$ cat src/rtl/lsms_pkg.sv
// Shared types and constants for the load-shedding mode selector.
package lsms_pkg;

    localparam int PCT_W         = 7;
    localparam int PCT_SCALE     = 100;
    localparam int FRAME_COUNT_W = 32;
    localparam int MODE_W        = 2;
    localparam int OUT_TDATA_W   = 8;
    localparam int CFG_INDEX_W   = 8;
    localparam int CFG_DATA_W    = 32;
    localparam int NUM_LEVELS    = 3;

    localparam int CAP_RESET         = 64;
    localparam int RECOVER_RESET     = 2;
    localparam int ANALYZE_PCT_RESET = 50;
    localparam int BALT_PCT_RESET    = 66;
    localparam int BALL_PCT_RESET    = 80;

    // Configuration register indexes.
    localparam logic [CFG_INDEX_W-1:0] REG_QUEUE_CAPACITY  = CFG_INDEX_W'(0);
    localparam logic [CFG_INDEX_W-1:0] REG_RECOVER_DEPTH   = CFG_INDEX_W'(1);
    localparam logic [CFG_INDEX_W-1:0] REG_ANALYZE_ALT_PCT = CFG_INDEX_W'(2);
    localparam logic [CFG_INDEX_W-1:0] REG_BYPASS_ALT_PCT  = CFG_INDEX_W'(3);
    localparam logic [CFG_INDEX_W-1:0] REG_BYPASS_ALL_PCT  = CFG_INDEX_W'(4);

    // Threshold level slots.
    localparam int LVL_ANALYZE_ALT = 0;
    localparam int LVL_BYPASS_ALT  = 1;
    localparam int LVL_BYPASS_ALL  = 2;

    // Output mode codes.
    localparam logic [MODE_W-1:0] CODE_NORMAL      = 2'd0;
    localparam logic [MODE_W-1:0] CODE_ANALYZE_ALT = 2'd1;
    localparam logic [MODE_W-1:0] CODE_BYPASS_ALT  = 2'd2;
    localparam logic [MODE_W-1:0] CODE_BYPASS_ALL  = 2'd3;

    typedef enum logic [3:0] {
        MODE_NORMAL      = 4'b0001,
        MODE_ANALYZE_ALT = 4'b0010,
        MODE_BYPASS_ALT  = 4'b0100,
        MODE_BYPASS_ALL  = 4'b1000
    } mode_state_t;

    function automatic logic [MODE_W-1:0] mode_code(input mode_state_t m);
        logic [MODE_W-1:0] c;
        case (m)
            MODE_NORMAL:      c = CODE_NORMAL;
            MODE_ANALYZE_ALT: c = CODE_ANALYZE_ALT;
            MODE_BYPASS_ALT:  c = CODE_BYPASS_ALT;
            MODE_BYPASS_ALL:  c = CODE_BYPASS_ALL;
            default:          c = CODE_NORMAL;
        endcase
        return c;
    endfunction

endpackage

$ cat src/rtl/load_shed_mode_selector.sv
// Top level of the load-shedding mode selector.
//
// Channel   Direction  Transaction
// s_axis    in         fill_level and frame_count for one frame
// m_axis    out        new mode and bypass flag for that frame
// cfg       in         one configuration register write
//
// Each transaction on s_axis yields one on m_axis. One transaction is taken every cycle while
// m_axis is not stalled; the input register and the output register form a two-stage pipeline,
// and the held mode is updated as each result enters the output register.
// A configuration write takes effect for any frame accepted from the next cycle on.
// Reset restores the register defaults and returns the held mode to normal.
// A stall on m_axis holds the result and backs up into s_axis once the input register is full.
module load_shed_mode_selector
    import lsms_pkg::*;
#(
    parameter int DEPTH_WIDTH = 16
)
(
    input  logic                      clk,
    input  logic                      rst_n,
    input  logic                      s_axis_tvalid,
    output logic                      s_axis_tready,
    // fill_level, frame_count
    input  logic [((DEPTH_WIDTH+FRAME_COUNT_W+7)/8)*8-1:0] s_axis_tdata,
    output logic                      m_axis_tvalid,
    input  logic                      m_axis_tready,
    // mode, bypass
    output logic [OUT_TDATA_W-1:0]    m_axis_tdata,
    input  logic                      cfg_valid,
    output logic                      cfg_ready,
    input  logic [CFG_INDEX_W-1:0]    cfg_index,
    input  logic [CFG_DATA_W-1:0]     cfg_data
);

    logic [DEPTH_WIDTH-1:0]       capacity;
    logic [DEPTH_WIDTH-1:0]       recover;
    logic [DEPTH_WIDTH+PCT_W-1:0] level_prod [NUM_LEVELS];
    logic [MODE_W-1:0]            mode;
    logic                         bypass;

    lsms_cfg #(
        .DEPTH_WIDTH(DEPTH_WIDTH)
    ) u_cfg (
        .clk        (clk),
        .rst_n      (rst_n),
        .cfg_valid  (cfg_valid),
        .cfg_ready  (cfg_ready),
        .cfg_index  (cfg_index),
        .cfg_data   (cfg_data),
        .capacity   (capacity),
        .recover    (recover),
        .level_prod (level_prod)
    );

    lsms_core #(
        .DEPTH_WIDTH(DEPTH_WIDTH)
    ) u_core (
        .clk          (clk),
        .rst_n        (rst_n),
        .in_valid     (s_axis_tvalid),
        .in_ready     (s_axis_tready),
        .in_depth     (s_axis_tdata[DEPTH_WIDTH-1:0]),
        .in_frame_lsb (s_axis_tdata[DEPTH_WIDTH]),
        .out_valid    (m_axis_tvalid),
        .out_ready    (m_axis_tready),
        .out_mode     (mode),
        .out_bypass   (bypass),
        .capacity     (capacity),
        .recover      (recover),
        .level_prod   (level_prod)
    );

    assign m_axis_tdata = {(OUT_TDATA_W-MODE_W-1)'(0), bypass, mode};

endmodule

$ cat src/rtl/lsms_cfg.sv
// Configuration registers and the scaled threshold products derived from them.
module lsms_cfg
    import lsms_pkg::*;
#(
    parameter int DEPTH_WIDTH = 16
)
(
    input  logic                             clk,
    input  logic                             rst_n,
    input  logic                             cfg_valid,
    output logic                             cfg_ready,
    input  logic [CFG_INDEX_W-1:0]           cfg_index,
    input  logic [CFG_DATA_W-1:0]            cfg_data,
    output logic [DEPTH_WIDTH-1:0]           capacity,
    output logic [DEPTH_WIDTH-1:0]           recover,
    output logic [DEPTH_WIDTH+PCT_W-1:0]     level_prod [NUM_LEVELS]
);

    localparam int SW = DEPTH_WIDTH + PCT_W;

    logic [DEPTH_WIDTH-1:0] cap_reg;
    logic [DEPTH_WIDTH-1:0] recover_reg;
    logic [PCT_W-1:0]       pct_reg [NUM_LEVELS];
    logic [SW-1:0]          prod_reg [NUM_LEVELS];
    logic                   wr;

    assign cfg_ready = 1'b1;
    assign wr        = cfg_valid && cfg_ready;

    always_ff @(posedge clk or negedge rst_n)
    begin
        if (!rst_n)
        begin
            cap_reg                  <= DEPTH_WIDTH'(CAP_RESET);
            recover_reg              <= DEPTH_WIDTH'(RECOVER_RESET);
            pct_reg[LVL_ANALYZE_ALT] <= PCT_W'(ANALYZE_PCT_RESET);
            pct_reg[LVL_BYPASS_ALT]  <= PCT_W'(BALT_PCT_RESET);
            pct_reg[LVL_BYPASS_ALL]  <= PCT_W'(BALL_PCT_RESET);
        end
        else if (wr)
        begin
            case (cfg_index)
                REG_QUEUE_CAPACITY:  cap_reg <= cfg_data[DEPTH_WIDTH-1:0];
                REG_RECOVER_DEPTH:   recover_reg <= cfg_data[DEPTH_WIDTH-1:0];
                REG_ANALYZE_ALT_PCT: pct_reg[LVL_ANALYZE_ALT] <= cfg_data[PCT_W-1:0];
                REG_BYPASS_ALT_PCT:  pct_reg[LVL_BYPASS_ALT] <= cfg_data[PCT_W-1:0];
                REG_BYPASS_ALL_PCT:  pct_reg[LVL_BYPASS_ALL] <= cfg_data[PCT_W-1:0];
                default: ;
            endcase
        end
    end

    // The products follow the registers in the next cycle and need no reset.
    always_ff @(posedge clk)
    begin
        for (int i = 0; i < NUM_LEVELS; i++)
        begin
            prod_reg[i] <= SW'(cap_reg) * SW'(pct_reg[i]);
        end
    end

    assign capacity   = cap_reg;
    assign recover    = recover_reg;
    assign level_prod = prod_reg;

endmodule

$ cat src/rtl/lsms_core.sv
// Input register, mode update logic and output register of the mode selector.
module lsms_core
    import lsms_pkg::*;
#(
    parameter int DEPTH_WIDTH = 16
)
(
    input  logic                         clk,
    input  logic                         rst_n,
    input  logic                         in_valid,
    output logic                         in_ready,
    input  logic [DEPTH_WIDTH-1:0]       in_depth,
    input  logic                         in_frame_lsb,
    output logic                         out_valid,
    input  logic                         out_ready,
    output logic [MODE_W-1:0]            out_mode,
    output logic                         out_bypass,
    input  logic [DEPTH_WIDTH-1:0]       capacity,
    input  logic [DEPTH_WIDTH-1:0]       recover,
    input  logic [DEPTH_WIDTH+PCT_W-1:0] level_prod [NUM_LEVELS]
);

    localparam int SW = DEPTH_WIDTH + PCT_W;

    logic                   s1_valid_reg;
    logic                   s1_valid_next;
    logic [DEPTH_WIDTH-1:0] s1_depth_reg;
    logic [SW-1:0]          s1_scaled_reg;
    logic                   s1_even_reg;
    logic [SW-1:0]          scaled;

    logic                   out_valid_reg;
    logic                   out_valid_next;
    logic [MODE_W-1:0]      out_mode_reg;
    logic                   out_bypass_reg;

    mode_state_t            mode_reg;
    mode_state_t            mode_next;
    logic [NUM_LEVELS-1:0]  reach;
    logic                   bypass_next;
    logic                   accept;
    logic                   advance;

    // Depth times one hundred, built from shifts.
    assign scaled = (SW'(in_depth) << 6) + (SW'(in_depth) << 5) + (SW'(in_depth) << 2);

    assign advance  = s1_valid_reg && (!out_valid_reg || out_ready);
    assign in_ready = !s1_valid_reg || advance;
    assign accept   = in_valid && in_ready;

    // A depth reaches a level when depth*100 >= capacity*pct, with the
    // threshold clamped to the range from one to the capacity.
    always_comb
    begin
        for (int i = 0; i < NUM_LEVELS; i++)
        begin
            reach[i] = (s1_depth_reg >= capacity)
                    || ((s1_depth_reg != '0) && (s1_scaled_reg >= level_prod[i]));
        end
    end

    always_comb
    begin
        if (s1_depth_reg <= recover)
        begin
            mode_next = MODE_NORMAL;
        end
        else if (reach[LVL_BYPASS_ALL] || mode_reg == MODE_BYPASS_ALL)
        begin
            mode_next = MODE_BYPASS_ALL;
        end
        else if (reach[LVL_BYPASS_ALT] || mode_reg == MODE_BYPASS_ALT)
        begin
            mode_next = MODE_BYPASS_ALT;
        end
        else if (reach[LVL_ANALYZE_ALT] || mode_reg == MODE_ANALYZE_ALT)
        begin
            mode_next = MODE_ANALYZE_ALT;
        end
        else
        begin
            mode_next = MODE_NORMAL;
        end
    end

    always_comb
    begin
        case (mode_next)
            MODE_BYPASS_ALL: bypass_next = 1'b1;
            MODE_BYPASS_ALT: bypass_next = s1_even_reg;
            default:         bypass_next = 1'b0;
        endcase
    end

    always_comb
    begin
        s1_valid_next = s1_valid_reg;
        if (accept)
        begin
            s1_valid_next = 1'b1;
        end
        else if (advance)
        begin
            s1_valid_next = 1'b0;
        end
        out_valid_next = out_valid_reg;
        if (advance)
        begin
            out_valid_next = 1'b1;
        end
        else if (out_ready)
        begin
            out_valid_next = 1'b0;
        end
    end

    always_ff @(posedge clk or negedge rst_n)
    begin
        if (!rst_n)
        begin
            s1_valid_reg  <= 1'b0;
            out_valid_reg <= 1'b0;
            mode_reg      <= MODE_NORMAL;
        end
        else
        begin
            s1_valid_reg  <= s1_valid_next;
            out_valid_reg <= out_valid_next;
            if (advance)
            begin
                mode_reg <= mode_next;
            end
        end
    end

    always_ff @(posedge clk)
    begin
        if (accept)
        begin
            s1_depth_reg  <= in_depth;
            s1_scaled_reg <= scaled;
            s1_even_reg   <= !in_frame_lsb;
        end
        if (advance)
        begin
            out_mode_reg   <= mode_code(mode_next);
            out_bypass_reg <= bypass_next;
        end
    end

    assign out_valid  = out_valid_reg;
    assign out_mode   = out_mode_reg;
    assign out_bypass = out_bypass_reg;

    a_bypass_mode: assert property (@(posedge clk) disable iff (!rst_n)
        out_valid_reg && out_bypass_reg |->
            (out_mode_reg == CODE_BYPASS_ALT) || (out_mode_reg == CODE_BYPASS_ALL))
        else $error("bypass flag set outside the bypass modes");

    a_recover: assert property (@(posedge clk) disable iff (!rst_n)
        advance && (s1_depth_reg <= recover) |=> out_mode_reg == CODE_NORMAL)
        else $error("depth at or below recover did not give normal mode");

    a_full: assert property (@(posedge clk) disable iff (!rst_n)
        advance && (s1_depth_reg > recover) && (s1_depth_reg >= capacity)
            |=> out_mode_reg == CODE_BYPASS_ALL)
        else $error("depth at capacity did not give bypass-all");

    a_held_mode: assert property (@(posedge clk) disable iff (!rst_n)
        advance |=> mode_code(mode_reg) == out_mode_reg)
        else $error("held mode differs from the reported mode");

endmodule
$ cat config.mk
export PLATFORM = sky130hd
export DESIGN_NAME = load_shed_mode_selector
export DESIGN_NICKNAME = d
export VERILOG_FILES = /design/src/rtl/lsms_pkg.sv /design/src/rtl/load_shed_mode_selector.sv /design/src/rtl/lsms_cfg.sv /design/src/rtl/lsms_core.sv
export SDC_FILE = /design/constraint.sdc
export NUM_CORES = 1
export LEC_CHECK = 0
export BUFFER_PORTS_ARGS = -buffer_cell sky130_fd_sc_hd__buf_2
export CAP_MARGIN = 15
export CORE_MARGIN = 10
export CORE_UTILIZATION = 30
export CTS_CLUSTER_DIAMETER = 30
export CTS_CLUSTER_SIZE = 16
export DETAILED_ROUTE_END_ITERATION = 10
export GPL_TIMING_DRIVEN = 1
export SYNTH_ARGS = -nofsm -noshare
export SYNTH_HDL_FRONTEND = slang
export SYNTH_SLANG_ARGS = --single-unit
$ cat constraint.sdc
create_clock -name clk -period 6.6 [get_ports clk]
set_input_delay 0.66 -clock clk [delete_from_list [all_inputs] [get_ports clk]]
set_output_delay 0.66 -clock clk [all_outputs]
set_load 0.02 [all_outputs]
## Word level (Yosys, flattened, before mapping)

Cells that the tools add are included.
W data, S select, Z words.

- Register bits after elaboration: 171
- Input bits: 93
- Output and inout port bits: 11

- $add $sub $neg: 2
- $mul: 3
- $lt $le $gt $ge: 5
- Eq/ne operators: 10
- Mux-type cells: 10
- Reduce and logical (&&, ||, !) cells: 25

Operator list:

| kind | count |
|---|---|
| $ge A23 B23 Y1 | 3 |
| $mul A16 B7 Y23 | 3 |
| $add A22 B21 Y23 | 1 |
| $add A23 B18 Y23 | 1 |
| $eq A8 B2 Y1 const B | 2 |
| $ge A16 B16 Y1 | 1 |
| $le A16 B16 Y1 | 1 |
| $reduce_bool A16 Y1 | 1 |
| $mux W4 | 3 |
| $reduce_and A2 Y1 | 5 |
| $eq A4 B2 Y1 const B | 2 |
| $eq A4 B3 Y1 const B | 2 |
| $eq A4 B4 Y1 const B | 2 |
| $eq A8 B1 Y1 const B | 1 |
| $eq A8 B3 Y1 const B | 1 |
| $logic_not A8 Y1 | 1 |
| $logic_or A1 B1 Y1 | 8 |
| $pmux W2 S3 | 1 |
| $logic_and A1 B1 Y1 | 5 |
| $mux W1 | 4 |
| $reduce_bool A2 Y1 | 2 |
| $logic_not A1 Y1 | 3 |
| $mux W2 | 1 |
| $pmux W1 S2 | 1 |

## Longest topological paths before layout

Gate-level depths: netlist (run 1).

- Depth in word-level cells: 10
- Gate-level depth with buffers: 19
- Gate-level depth less buffers: 18

## Modules after synthesis

From an unflattened synthesis (run 1), not the netlist that was laid out.

- Cell total of the unflattened synthesis: 1974
- Area, all modules: 19060.8 µm²

Modules (own cells, without submodules):

| module | instances | cells each | area each (µm²) |
|---|---|---|---|
| lsms_cfg | 1 | 1440 | 14037.2 |
| lsms_core | 1 | 527 | 4974.8 |
| load_shed_mode_selector | 1 | 7 | 48.8 |

## Worst setup path before layout (run 1)

No wires, ideal clock.

- Kind: register to register
- From: reg u_cfg.pct_reg[15] in the netlist's numbering
- To: reg u_cfg.prod_reg (netlist bit u_cfg.level_prod[68])
- Library setup time: 0.072 ns
- Arrival time: 4.871 ns
- Required time: 6.528 ns
- Slack: 1.657 ns
- Cell stages (with the launch flop): 18
- Path buffers: 1
- Path through: dfstp_2 > clkbuf_1 > and2_1 > fa_1 > fa_1 > fa_1 > inv_1 > fa_1 > inv_1 > ha_1 > a2111oi_4 > o21ai_2 > a2111o_1 > a31oi_2 > a21oi_1 > a21o_1 > a21oi_2 > xnor2_1

- Longest elaborated chain between the ends: 1

Ends and longest elaborated chain:

| what | RTL line | text |
|---|---|---|
| start, declared | lsms_cfg.sv:23 | `logic [PCT_W-1:0] pct_reg [NUM_LEVELS];` |
| start signal, assigned by index | lsms_cfg.sv:36 | `pct_reg[LVL_ANALYZE_ALT] <= PCT_W'(ANALYZE_PCT_RESET);` |
| start signal, assigned by index | lsms_cfg.sv:37 | `pct_reg[LVL_BYPASS_ALT] <= PCT_W'(BALT_PCT_RESET);` |
| start signal, assigned by index | lsms_cfg.sv:38 | `pct_reg[LVL_BYPASS_ALL] <= PCT_W'(BALL_PCT_RESET);` |
| $mul A16 B7 Y23 | lsms_cfg.sv:58 | `prod_reg[i] <= SW'(cap_reg) * SW'(pct_reg[i]);` |
| end signal, assigned by index | lsms_cfg.sv:58 |  |
| end, declared | lsms_cfg.sv:24 | `logic [SW-1:0] prod_reg [NUM_LEVELS];` |

Every way passes these cells.
A chain may end at the register's enable or synchronous reset.

## Final worst setup path (run 1)

- From: reg u_cfg.cap_reg[6], in the netlist u_cfg.capacity[6]
- To: reg u_cfg.prod_reg (netlist bit u_cfg.level_prod[21])

- Longest elaborated chain between the ends: 1

Ends and longest elaborated chain:

| what | RTL line | text |
|---|---|---|
| start, declared | lsms_cfg.sv:21 | `logic [DEPTH_WIDTH-1:0] cap_reg;` |
| start signal, assigned | lsms_cfg.sv:34 | `cap_reg <= DEPTH_WIDTH'(CAP_RESET);` |
| start signal, assigned | lsms_cfg.sv:43 | `REG_QUEUE_CAPACITY: cap_reg <= cfg_data[DEPTH_WIDTH-1:0];` |
| $mul A16 B7 Y23 | lsms_cfg.sv:58 |  |

Every way passes these cells.

==> impl_results.md, run 1 <==
* Netlist cell types at 76
* Routed WL at about 44000 um
* Endpoints failing hold at 0
* Fin crit share at 83.9%
* Worst setup startpoint: u_cfg.capacity[6]$_DFFE_PN1P_
* R2r endpoint: u_cfg.level_prod[21]$_DFF_P_
* Hold Path Class: primary input to async pin
* Unrepaired setup endpoints after global routing: false
* Die area at ~73000 um^2
* Critical path's most frequent cell: fa_1
* GP Congestion at 0.863
* Hold_buf cts at 0
* Post-CTS sizing at 0
* Final Max Slew Viols at 0
* Footprint of the multi-input gates at 13200 um^2
* CTS Buffer Depth at 2
* ANT nets after route at 0
* Part of the power in registers at 34.7%
* Yosys reg bits at around 170
* DRC at 0
* Crit-path max FO at 22
* Via count at about 13000
* Crit-path slowest cell: dfstp_2
* Via density per instance at about 4.7
* H-Tree Depth at 4
* Layout Cells excl Fill at approximately 2800
* Worst setup EP type: register
* Crit path launch type: register
* Worst skew pair latency at 0.47 ns
* Cells after DPL at 2814
* Area Overhead vs Synth at 9.25%
* Setup Crit Path Kind: register to register
* Pwr dens at 195 nW/um^2
* Post-DP HPWL at 35100 um
* Post-CTS Setup Bufs at 0
* Slew of the pin with the lowest slew margin at 1.02 ns
* Storage cell area at 4010 um^2
* CTS tree: done
* Clk root buf: clkbuf_16
* Port Buffers at 50
* First-pass GRT wire length at 74100 um
* Part of the power in the clock network at 25.4%
* Fmax at 181 MHz
* R2R depth at 16
* Cell area after synthesis at 18800 um^2
* Tmin final at 5.54 ns
* Filler Cells Inserted at 6275
* Slew Limit Headroom at ~32%
* Initial Utilization at 30.3%
* Final setup TNS at 0 ns
* TritonCTS sink count at ~170
* Mean Syn Cell Area at 9.50 um^2
* R2r startpoint: u_cfg.capacity[6]$_DFFE_PN1P_
* VDD IR max at 0.170 mV
* Largest register FFs at 69
* Status: finished, final reports clean
* Dominant synthesized flop cell: dfxtp_1
* DIE WIDTH at 270 um
* CP endpoint: u_cfg.level_prod[21]$_DFF_P_
* Register area share after synthesis at between 20% and 30%
* Sw frac at 39.3%
* Boundary Pins at 104
* FFs w/ async S/R, synth at 35.5%
* Total congestion overflow at 0
* Layout net count at 2548
* GRT Total Usage at 12.5%
* Largest net degree at the start of global routing at 60
* Int Pwr at between 2 and 2.5 mW
* CTS buffer count at 17
* Die Y at between 200 and 300 um
* Switch Pwr at 1.57 mW
* Worst reg2reg setup slack at 1.06 ns
* Cell Chain, Critical Path: and2_1 -> fa_1 -> fa_1 -> fa_1 -> inv_1 -> fa_1 -> inv_1 -> ha_1 -> a2111o_1 -> a311oi_2 -> o31ai_1 -> a21oi_2 -> nor3_1 -> a211oi_1 -> a21oi_1 -> xor2_1
* Syn Inst Count at 1974
* Ys Warns at 0
* Initial antenna violation count at 0
* Number of synthesized flops with an enable pin at 38
* Core box area at 61800 um^2
* Clk slew on worst S/H paths at 0.09 ns
* WL per Instance at ~16 um
* Final setup viols at 0
* Combinational power share at about two fifths
* Max cap viols at 0
* Number of global-route vias before repair at roughly 14000
* Drt initial violations at 604
* Critical path data arrival time at 5.88 ns
* Clock Skews at 0.0186 ns
* N_diodes at 0
* Leakage power at 10.3 nW
* Layout cells sized above 1 at 7.47%
* Cell Rows at 91
* TritonRoute pass-1 iters at 4
* CP peak stage delay at 0.87 ns
* Worst path required time at just under 7 ns
[cell usage in the layout (no fill, tap or decap), types with 5 or more instances in the layout]
| cell | synthesis | routed |
|---|---|---|
| nor3_1 | 13 | 13 |
| a211oi_1 | 12 | 12 |
| buf_2 | 0 | 50 |
| and2_1 | 264 | 264 |
| mux2_1 | 5 | 5 |
| inv_6 | 0 | 7 |
| o211ai_1 | 8 | 8 |
| nand3_1 | 17 | 17 |
| clkbuf_16 | 0 | 17 |
| conb_1 | 2 | 6 |
| nand4_1 | 13 | 13 |
| dfstp_2 | 10 | 10 |
| o21bai_1 | 11 | 11 |
| and3_1 | 6 | 6 |
| o21a_1 | 11 | 11 |
| nor2_1 | 46 | 45 |
| nand2b_1 | 10 | 10 |
| inv_8 | 0 | 6 |
| o21ai_0 | 54 | 54 |
| ha_1 | 239 | 239 |
| nor4_1 | 8 | 7 |
| buf_4 | 7 | 16 |
| nand2_1 | 146 | 146 |
| xor2_1 | 18 | 18 |
| a21o_1 | 32 | 32 |
| edfxtp_1 | 38 | 38 |
| fa_1 | 220 | 220 |
| inv_1 | 342 | 342 |
| dfrtp_1 | 49 | 49 |
| or3_1 | 6 | 6 |
| a31oi_1 | 10 | 10 |
| mux2_2 | 19 | 19 |
| xnor2_1 | 46 | 46 |
| o31ai_1 | 6 | 6 |
| a2111oi_0 | 5 | 5 |
| o21ai_1 | 18 | 18 |
| or2_2 | 5 | 5 |
| a21oi_1 | 82 | 82 |
| nor2b_1 | 8 | 8 |
| dfxtp_1 | 69 | 69 |
[metrics by stage]
stage / utilization, % / hold WS (ns) / cell area (um^2) / setup WS, ns / power, mW
2_1_floorplan: - / 0.364 / 18800 / 1.66 / 2.57
3_3_place_gp: 32.2 / 0.476 / 19900 / 1.19 / 2.95
3_5_place_dp: 32.2 / 0.485 / 19900 / 1.15 / 3.01
4_1_cts: 33.1 / 0.382 / 20500 / 1.10 / 4.04
5_1_grt: 33.1 / 0.387 / 20500 / 0.892 / 4.33
6_report: 33.1 / 0.385 / 20500 / 1.06 / 4.00
[routing by layer]
layer | up-vias | global-route usage, % | wire, um
met3 | 52 | 1.29 | 1280
li1 | 6416 | - | -
met5 | - | 0 | 0
met2 | 214 | 21.8 | 21700
met1 | 6751 | 16.0 | 20000
met4 | 0 | 3.96 | 1120
[cells by family (layout without fill, tap and decap cells)]
family / Yosys count / count (layout) / synth area share (%)
AOI/OAI and AO/OA: 292 / 292 / 10.3
xor gates and xnor gates: 64 / 64 / 2.99
adders and majority gates: 459 / 459 / 39.4
buffers and inverters: 410 / 441 / 8.35
DFF: 166 / 166 / 21.4
muxes: 24 / 24 / 1.44
other: 2 / 6 / 0.0401
and+or+nand+nor: 557 / 557 / 16.1
[synth_stat cells, types with 7 or more instances]
master | count | area share [%]
mux2_2 | 19 | 1.1
ha_1 | 239 | 16
clkbuf_1 | 60 | 1.2
nand3_1 | 17 | 0.45
o21a_1 | 11 | 0.44
xor2_1 | 18 | 0.84
a31oi_1 | 10 | 0.33
nor3_1 | 13 | 0.35
o21ai_1 | 18 | 0.48
nor2b_1 | 8 | 0.27
o21ai_0 | 54 | 1.4
xnor2_1 | 46 | 2.1
o211ai_1 | 8 | 0.32
a21oi_1 | 82 | 2.2
buf_4 | 7 | 0.28
and2_1 | 264 | 8.8
dfstp_2 | 10 | 1.4
o21bai_1 | 11 | 0.44
nand2b_1 | 10 | 0.33
fa_1 | 220 | 23
a21o_1 | 32 | 1.3
a211oi_1 | 12 | 0.48
nor4_1 | 8 | 0.27
edfxtp_1 | 38 | 6.1
dfxtp_1 | 69 | 7.4
dfrtp_1 | 49 | 6.5
nand4_1 | 13 | 0.43
inv_1 | 342 | 6.8
nor2_1 | 46 | 0.92
nand2_1 | 146 | 2.9
[cell type report]
cell class	count	area share (%)
flip-flops and latches	166	19.6
repair buffers	66	1.81
multi-input cells	1402	64.4
inverters	343	6.29
clock inverters	15	0.709
well taps	837	5.11
clock buffers	17	2.08
[critical path, delay by kind of cell, from the launching register on]
| family | cells | cell delay, ns |
|---|---|---|
| AO/OA/AOI/OAI | 6 | 1.70 |
| XOR/XNOR | 1 | 0.16 |
| flip-flops | 1 | 0.87 |
| buffers and inverters | 2 | 0.09 |
| adder cells (fa/ha/maj) | 5 | 2.27 |
| AND/OR/NAND/NOR | 2 | 0.33 |
[power by group through the flow]
stage | logic, mW | registers, mW | clock network [mW]
finish | 1.59 | 1.39 | 1.02
global placement | 1.54 | 1.41 | 0
floorplan | 1.26 | 1.32 | 0
global route | 1.85 | 1.41 | 1.07
CTS | 1.61 | 1.39 | 1.04
detailed placement | 1.59 | 1.41 | 0
[how the worst min path moves through the flow]
stage | to | slack (ns)
after global routing | u_core.s1_valid_reg$_DFFE_PN0P_ | 0.39
final | u_core.mode_reg[1]$_DFFE_PN0P_ | 0.39
after detailed placement | u_core.out_valid$_DFFE_PN0P_ | 0.48
after global placement | u_core.out_valid$_DFFE_PN0P_ | 0.48
after CTS | u_core.s1_valid_reg$_DFFE_PN0P_ | 0.38
after floorplan | u_cfg.capacity[0]$_DFFE_PN0P_ | 0.36
Note: power is estimated with default switching activity, not from simulation.
==> inputs of run 2 (changes only) <==
==> constraint.sdc (replaced) <==
create_clock -name clk -period 4.95 [get_ports clk]
set_input_delay 0.495 -clock clk [delete_from_list [all_inputs] [get_ports clk]]
set_output_delay 0.495 -clock clk [all_outputs]
set_load 0.02 [all_outputs]
==> impl_results.md, run 2 (synthesized netlist as in run 1, its figures left out) <==
* GP Congestion at 0.847
* CTS buffer count at 17
* Combinational power share at between 40% and 50%
* Switch Pwr at 2.08 mW
* WL per Instance at 15.8 um
* Slew of the pin with the lowest slew margin at 0.902 ns
* Bufs and invs on worst path at 3
* Crit-path slowest cell: dfstp_2
* DIE WIDTH at 270 um
* Placed Area at just over 20000 um^2
* Most frequent cells in the layout: 333 x inv_1, 253 x and2_1, 229 x ha_1, 216 x fa_1, 145 x nand2_1
* Port Buffers at 50
* Fin crit share at 99.4%
* Endpoints failing hold at 0
* TritonRoute pass-1 iters at 5
* Routed WL at 47100 um
* TritonCTS sink count at 166
* Crit path launch type: register
* Cell Rows at slightly above 90
* Leakage power at 11.0 nW
* Via density per instance at 4.70
* Area Overhead vs Synth at 17.6%
* CP peak stage delay at 0.70 ns
* R2r startpoint: u_cfg.pct_reg[8]$_DFFE_PN1P_
* Setup Crit Path Kind: register to register
* DRC at 0
* Worst skew pair latency at about 0.45 ns
* Largest net degree at the start of global routing at 60
* Die area at about 73000 um^2
* VDD IR max at about 0.17 mV
* Post-DP HPWL at 37900 um
* R2R depth at 17
* Crit path depth at 17
* Hold Path Class: primary input to register
* Status: finished, final reports clean
* Design Area, Final at 22100 um^2
* Most common cell after layout, fill and taps aside: inv_1
* Worst setup EP type: register
* Boundary Pins at ~100
* Cell Chain, Critical Path: and2_1 -> fa_1 -> fa_1 -> fa_1 -> inv_1 -> fa_1 -> inv_1 -> ha_1 -> a21o_1 -> a21oi_1 -> buf_4 -> a2bb2oi_1 -> o31ai_4 -> o211ai_1 -> o21bai_1 -> a21oi_1 -> xnor2_1
* Tmin final at 4.92 ns
* Drt initial violations at 750
* CP top delay family: adder cells
* Core box area at 61800 um^2
* Clk slew on worst S/H paths at 0.07 ns
* GRT Total Usage at 13.2%
* Slew Limit Headroom at 39.9%
* R2r endpoint: u_cfg.level_prod[44]$_DFF_P_
* Worst reg2reg setup slack at 0.03 ns
* Unrepaired setup endpoints after global routing: true
* Layout Cells excl Fill at 2986
* Sw frac at a little under two fifths
* CTS Buffer Depth at 2
* Part of the power in registers at 32.4%
* Layout net count at about 2700
* First-pass GRT wire length at approximately 78000 um
* Util after Layout at a little over a third
* Crit-path max FO at 12
* Clk root buf: clkbuf_16
* Clock Skews at approximately 0.011 ns
* Critical path data arrival time at 5.30 ns
* Total congestion overflow at 0
* Critical path's most frequent cell: fa_1
* Die Y at around 270 um
* Max cap viols at 0
* Cells after DPL at 2924
* Layout cells sized above 1 at ~17%
* Number of global-route vias before repair at between 10000 and 15000
* Int Pwr at 3.51 mW
* Part of the power in the clock network at 23.5%
* Final Max Slew Viols at 0
* H-Tree Depth at 4
* Final setup viols at 0
* Worst setup startpoint: u_cfg.pct_reg[8]$_DFFE_PN1P_
* CTS tree: done
* CP endpoint: u_cfg.level_prod[44]$_DFF_P_
* Pwr dens at 254 nW/um^2
* Via count at ~14000
* Filler Cells Inserted at slightly above 6000
* Fmax at 203 MHz
* Initial Utilization at 30.3%
* Largest register FFs at just under 70
* Initial antenna violation count at 0
* ANT nets after route at 0
* Worst path required time at around 5.3 ns
==> run 2: changes by cell type in the layout (fill, tap and decap cells not counted), moves of 7 or more <==
cell     before  now
ha_4          0    9
dfrtp_2       0   14
and2_1      264  253
dfrtp_1      49   35
ha_1        239  229
inv_6         7    0
and2_4        0   11
buf_4        16  134
inv_1       342  333
inv_2         1   10
buf_6         0   14
==> run 2: through the flow <==
step / setup slack (ns) / hold WS, ns / power [mW] / TNS, ns
finish: 0.0310 / 0.258 / 5.60 / 0
global route: -0.130 / 0.254 / 6.07 / -0.439
CTS: -0.0367 / 0.230 / 5.55 / -0.0367
detailed placement: -0.214 / 0.494 / 4.18 / -0.908
global placement: -0.112 / 0.472 / 4.09 / -0.396
floorplan: 0.00658 / 0.199 / 3.43 / 0
==> run 2: area by class of cell <==
class	count	area [um^2]	area share [%]
Antenna cell	1	2.50	0.0113
Clock inverter	9	76.3	0.346
Timing Repair Buffer	205	1540	6.97
Sequential cell	166	4030	18.3
Multi-Input combinational cell	1402	13600	61.6
Clock buffer	23	490	2.22
Tap cell	837	1050	4.75
Inverter	343	1290	5.84
==> run 2: power groups by stage <==
stage | combinational [mW] | sequential (mW) | clock (mW)
finish | 2.47 | 1.81 | 1.31
detailed placement | 2.34 | 1.84 | 0
floorplan | 1.67 | 1.75 | 0
global placement | 2.26 | 1.84 | 0
CTS | 2.41 | 1.81 | 1.34
global route | 2.83 | 1.84 | 1.39
==> run 2: routing by layer <==
metal / track usage, % / vias up / wire (um)
li1: - / 6691 / -
met1: 16.9 / 7049 / 21400
met2: 22.9 / 226 / 23500
met3: 1.27 / 56 / 1270
met4: 4.51 / 0 / 1020
met5: 0 / - / 0
==> run 2: worst min path at each step <==
stage,start,to,slack (ns),cells past startpoint
2_1_floorplan,rst_n,u_cfg.capacity[0]$_DFFE_PN0P_,0.20,0
6_report,s_axis_tvalid,u_core.s1_valid_reg$_DFFE_PN0P_,0.26,2
5_1_grt,s_axis_tdata[16],u_core.s1_even_reg$_DFFE_PP_,0.25,2
3_3_place_gp,u_core.s1_valid_reg$_DFFE_PN0P_,u_core.out_valid$_DFFE_PN0P_,0.47,1
4_1_cts,s_axis_tvalid,u_core.s1_valid_reg$_DFFE_PN0P_,0.23,2
3_5_place_dp,u_core.s1_valid_reg$_DFFE_PN0P_,u_core.out_valid$_DFFE_PN0P_,0.49,1
==> run 2: worst reg2reg max path: stages (launching register included) <==
cell and delay [ns]:
dfstp_2 0.70, and2_1 0.22, fa_1 0.43, fa_1 0.52
fa_1 0.49, inv_1 0.05, fa_1 0.47, inv_1 0.04
ha_1 0.28, a21o_1 0.18, a21oi_1 0.14, buf_4 0.17
a2bb2oi_1 0.29, o31ai_4 0.13, o211ai_1 0.29, o21bai_1 0.14
a21oi_1 0.17, xnor2_1 0.14
==> run 2: what timing repair did <==
| action | 4_1_cts | 5_1_grt |
|---|---|---|
| resized for setup | 32 | 73 |
| buffers inserted | 8 | 20 |
| pin swaps | 21 | 54 |
| endpoints found under the setup margin | 13 | 17 |
| hold buffers | 0 | 0 |
==> inputs of run 3 (changes only) <==
--- a/config.mk
+++ b/config.mk
@@ -13,6 +13,7 @@
 export CTS_CLUSTER_SIZE = 16
 export DETAILED_ROUTE_END_ITERATION = 10
 export GPL_TIMING_DRIVEN = 1
+export MAX_ROUTING_LAYER = met4
 export SYNTH_ARGS = -nofsm -noshare
 export SYNTH_HDL_FRONTEND = slang
 export SYNTH_SLANG_ARGS = --single-unit
==> impl_results.md, run 3 (synthesized netlist as in run 1, its figures left out) <==
* Part of the power in registers at 32.3%
* Fmax at 204 MHz
* Most common cell after layout, fill and taps aside: inv_1
* Cell Rows at between 90 and 100
* GP Congestion at between 0.8 and 0.9
* Pwr dens at 254 nW/um^2
* Port Buffers at 50
* Hold_buf cts at 0
* Initial antenna violation count at 0
* R2r endpoint: u_cfg.level_prod[68]$_DFF_P_
* DIE WIDTH at around 270 um
* Slew of the pin with the lowest slew margin at 0.946 ns
* Layout cells sized above 1 at between 10% and 20%
* Crit path launch type: register
* Switch Pwr at 2.15 mW
* Clock Skews at 0.0157 ns
* Boundary Pins at 104
* ANT nets after route at 0
* Largest register FFs at 69
* Die area at 72900 um^2
* Worst skew pair latency at between 0.4 and 0.5 ns
* Max cap viols at 0
* Final Max Slew Viols at 0
* Worst path required time at 5.34 ns
* Routed WL at 47900 um
* Area Overhead vs Synth at 17.1%
* R2r startpoint: u_cfg.capacity[5]$_DFFE_PN0P_
* Int Pwr at 3.43 mW
* VDD IR max at between 0.3 and 0.4 mV
* Worst reg2reg setup slack at 0.06 ns
* N_diodes at 0
* Leakage power at roughly 11 nW
* CTS buffer count at 17
* Critical path data arrival time at 5.28 ns
* TritonRoute pass-1 iters at 5
* CP endpoint: u_cfg.level_prod[68]$_DFF_P_
* Die Y at around 270 um
* CTS tree: done
* TritonCTS sink count at 166
* Drt initial violations at 701
* Crit-path max FO at 6
* Cells after DPL at 2921
* Clk slew on worst S/H paths at 0.07 ns
* DP Worst Slack at -0.157 ns
* Combinational power share at 44.6%
* Slew Limit Headroom at 36.9%
* Total congestion overflow at 0
* Final setup TNS at 0 ns
* CTS Buffer Depth at 2
* Fin crit share at 98.8%
* Via density per instance at 4.68
* Post-DP HPWL at 38400 um
* Final setup viols at 0
* First-pass GRT wire length at 78900 um
* Initial Utilization at around 30%
* Endpoints failing hold at 0
* Largest net degree at the start of global routing at 60
* Final Worst Setup Slack at 0.0589 ns
* Sw frac at 38.5%
* Hold Path Class: primary input to async pin
* Total Power at between 5 and 6 mW
* Part of the power in the clock network at 23.1%
* Core box area at 61800 um^2
* WL per Instance at 16.1 um
* Tmin final at 4.89 ns
* Setup Crit Path Kind: register to register
* Worst setup EP type: register
* Layout net count at about 2700
* R2R depth at 18
* Unrepaired setup endpoints after global routing: true
* Number of global-route vias before repair at 14824
* Clk root buf: clkbuf_16
* H-Tree Depth at 4
* Status: finished, final reports clean
* Layout Cells excl Fill at 2977
* Via count at roughly 14000
* Most frequent cells in the layout: 332 x inv_1, 253 x and2_1, 228 x ha_1, 217 x fa_1, 145 x nand2_1
* GRT Total Usage at 13.9%
* DRC at 0
* Worst setup startpoint: u_cfg.capacity[5]$_DFFE_PN0P_
-- run 3: cell types whose count changed in the layout (fill, tap and decap cells not counted), moves of 3 or more --
cell        before  now
clkinvlp_4       1    4
buf_4          134  123
dfrtp_2         14    8
dfrtp_1         35   41
clkinv_2         6    2
ha_2             1    4
clkbuf_1         4    1
inv_6            0    5
-- run 3: worst max-delay path: stages, from the launching register on --
cell,delay [ns]
dfrtp_2,0.44
buf_6,0.14
buf_6,0.13
and2_4,0.14
fa_1,0.53
fa_1,0.45
fa_1,0.56
inv_2,0.05
fa_1,0.51
inv_2,0.05
ha_4,0.17
a2111oi_4,0.35
o21ai_2,0.12
a2111o_1,0.47
a31oi_4,0.23
a21oi_2,0.09
a21o_1,0.17
a21oi_2,0.12
xnor2_1,0.12
-- run 3: how the worst min path moves through the flow --
stage	start	end	depth (start not counted)
after floorplan	rst_n	u_cfg.capacity[0]$_DFFE_PN0P_	0
after global placement	u_core.s1_valid_reg$_DFFE_PN0P_	u_core.out_valid$_DFFE_PN0P_	1
after detailed placement	u_core.s1_valid_reg$_DFFE_PN0P_	u_core.out_valid$_DFFE_PN0P_	1
after CTS	s_axis_tvalid	u_core.s1_valid_reg$_DFFE_PN0P_	2
after global routing	s_axis_tdata[16]	u_core.s1_even_reg$_DFFE_PP_	2
final	rst_n	u_cfg.recover[5]$_DFFE_PN0P_	2
-- run 3: layout make-up --
type | instances | area (um^2)
inverter | 343 | 1290
timing repair buffer | 197 | 1510
clock inverter | 13 | 96.3
clock buffer | 19 | 443
tap | 837 | 1050
multi-input combinational | 1402 | 13500
sequential | 166 | 4030
fill | 6224 | 39900
-- run 3: layer usage --
metal	global-route usage (%)	part of all wire, %
met1	17.0	44
met4	4.88	3.2
met5	-	0
met3	1.23	3.4
met2	23.6	49
-- run 3: through the flow --
stage               area [um^2]  hold slack, ns  util, %
floorplan                 18800           0.199        -
global placement          20800           0.468     33.6
detailed placement        20800           0.504     33.6
CTS                       21500           0.232     34.8
global route              22000           0.249     35.5
finish                    22000           0.225     35.5
-- run 3: power by group through the flow --
stage | Clock, mW | Combinational [mW] | Sequential, mW
floorplan | 0 | 1.67 | 1.75
global placement | 0 | 2.26 | 1.83
finish | 1.29 | 2.49 | 1.80
global route | 1.37 | 2.87 | 1.83
detailed placement | 0 | 2.35 | 1.84
CTS | 1.31 | 2.40 | 1.81
-- run 3: timing repair --
action                                  in CTS  in global routing
endpoints found under the setup margin      12                 17
pin swaps                                   23                 64
setup buffers                               10                 16
cloned                                       0                  0
resized for setup                           33                 69
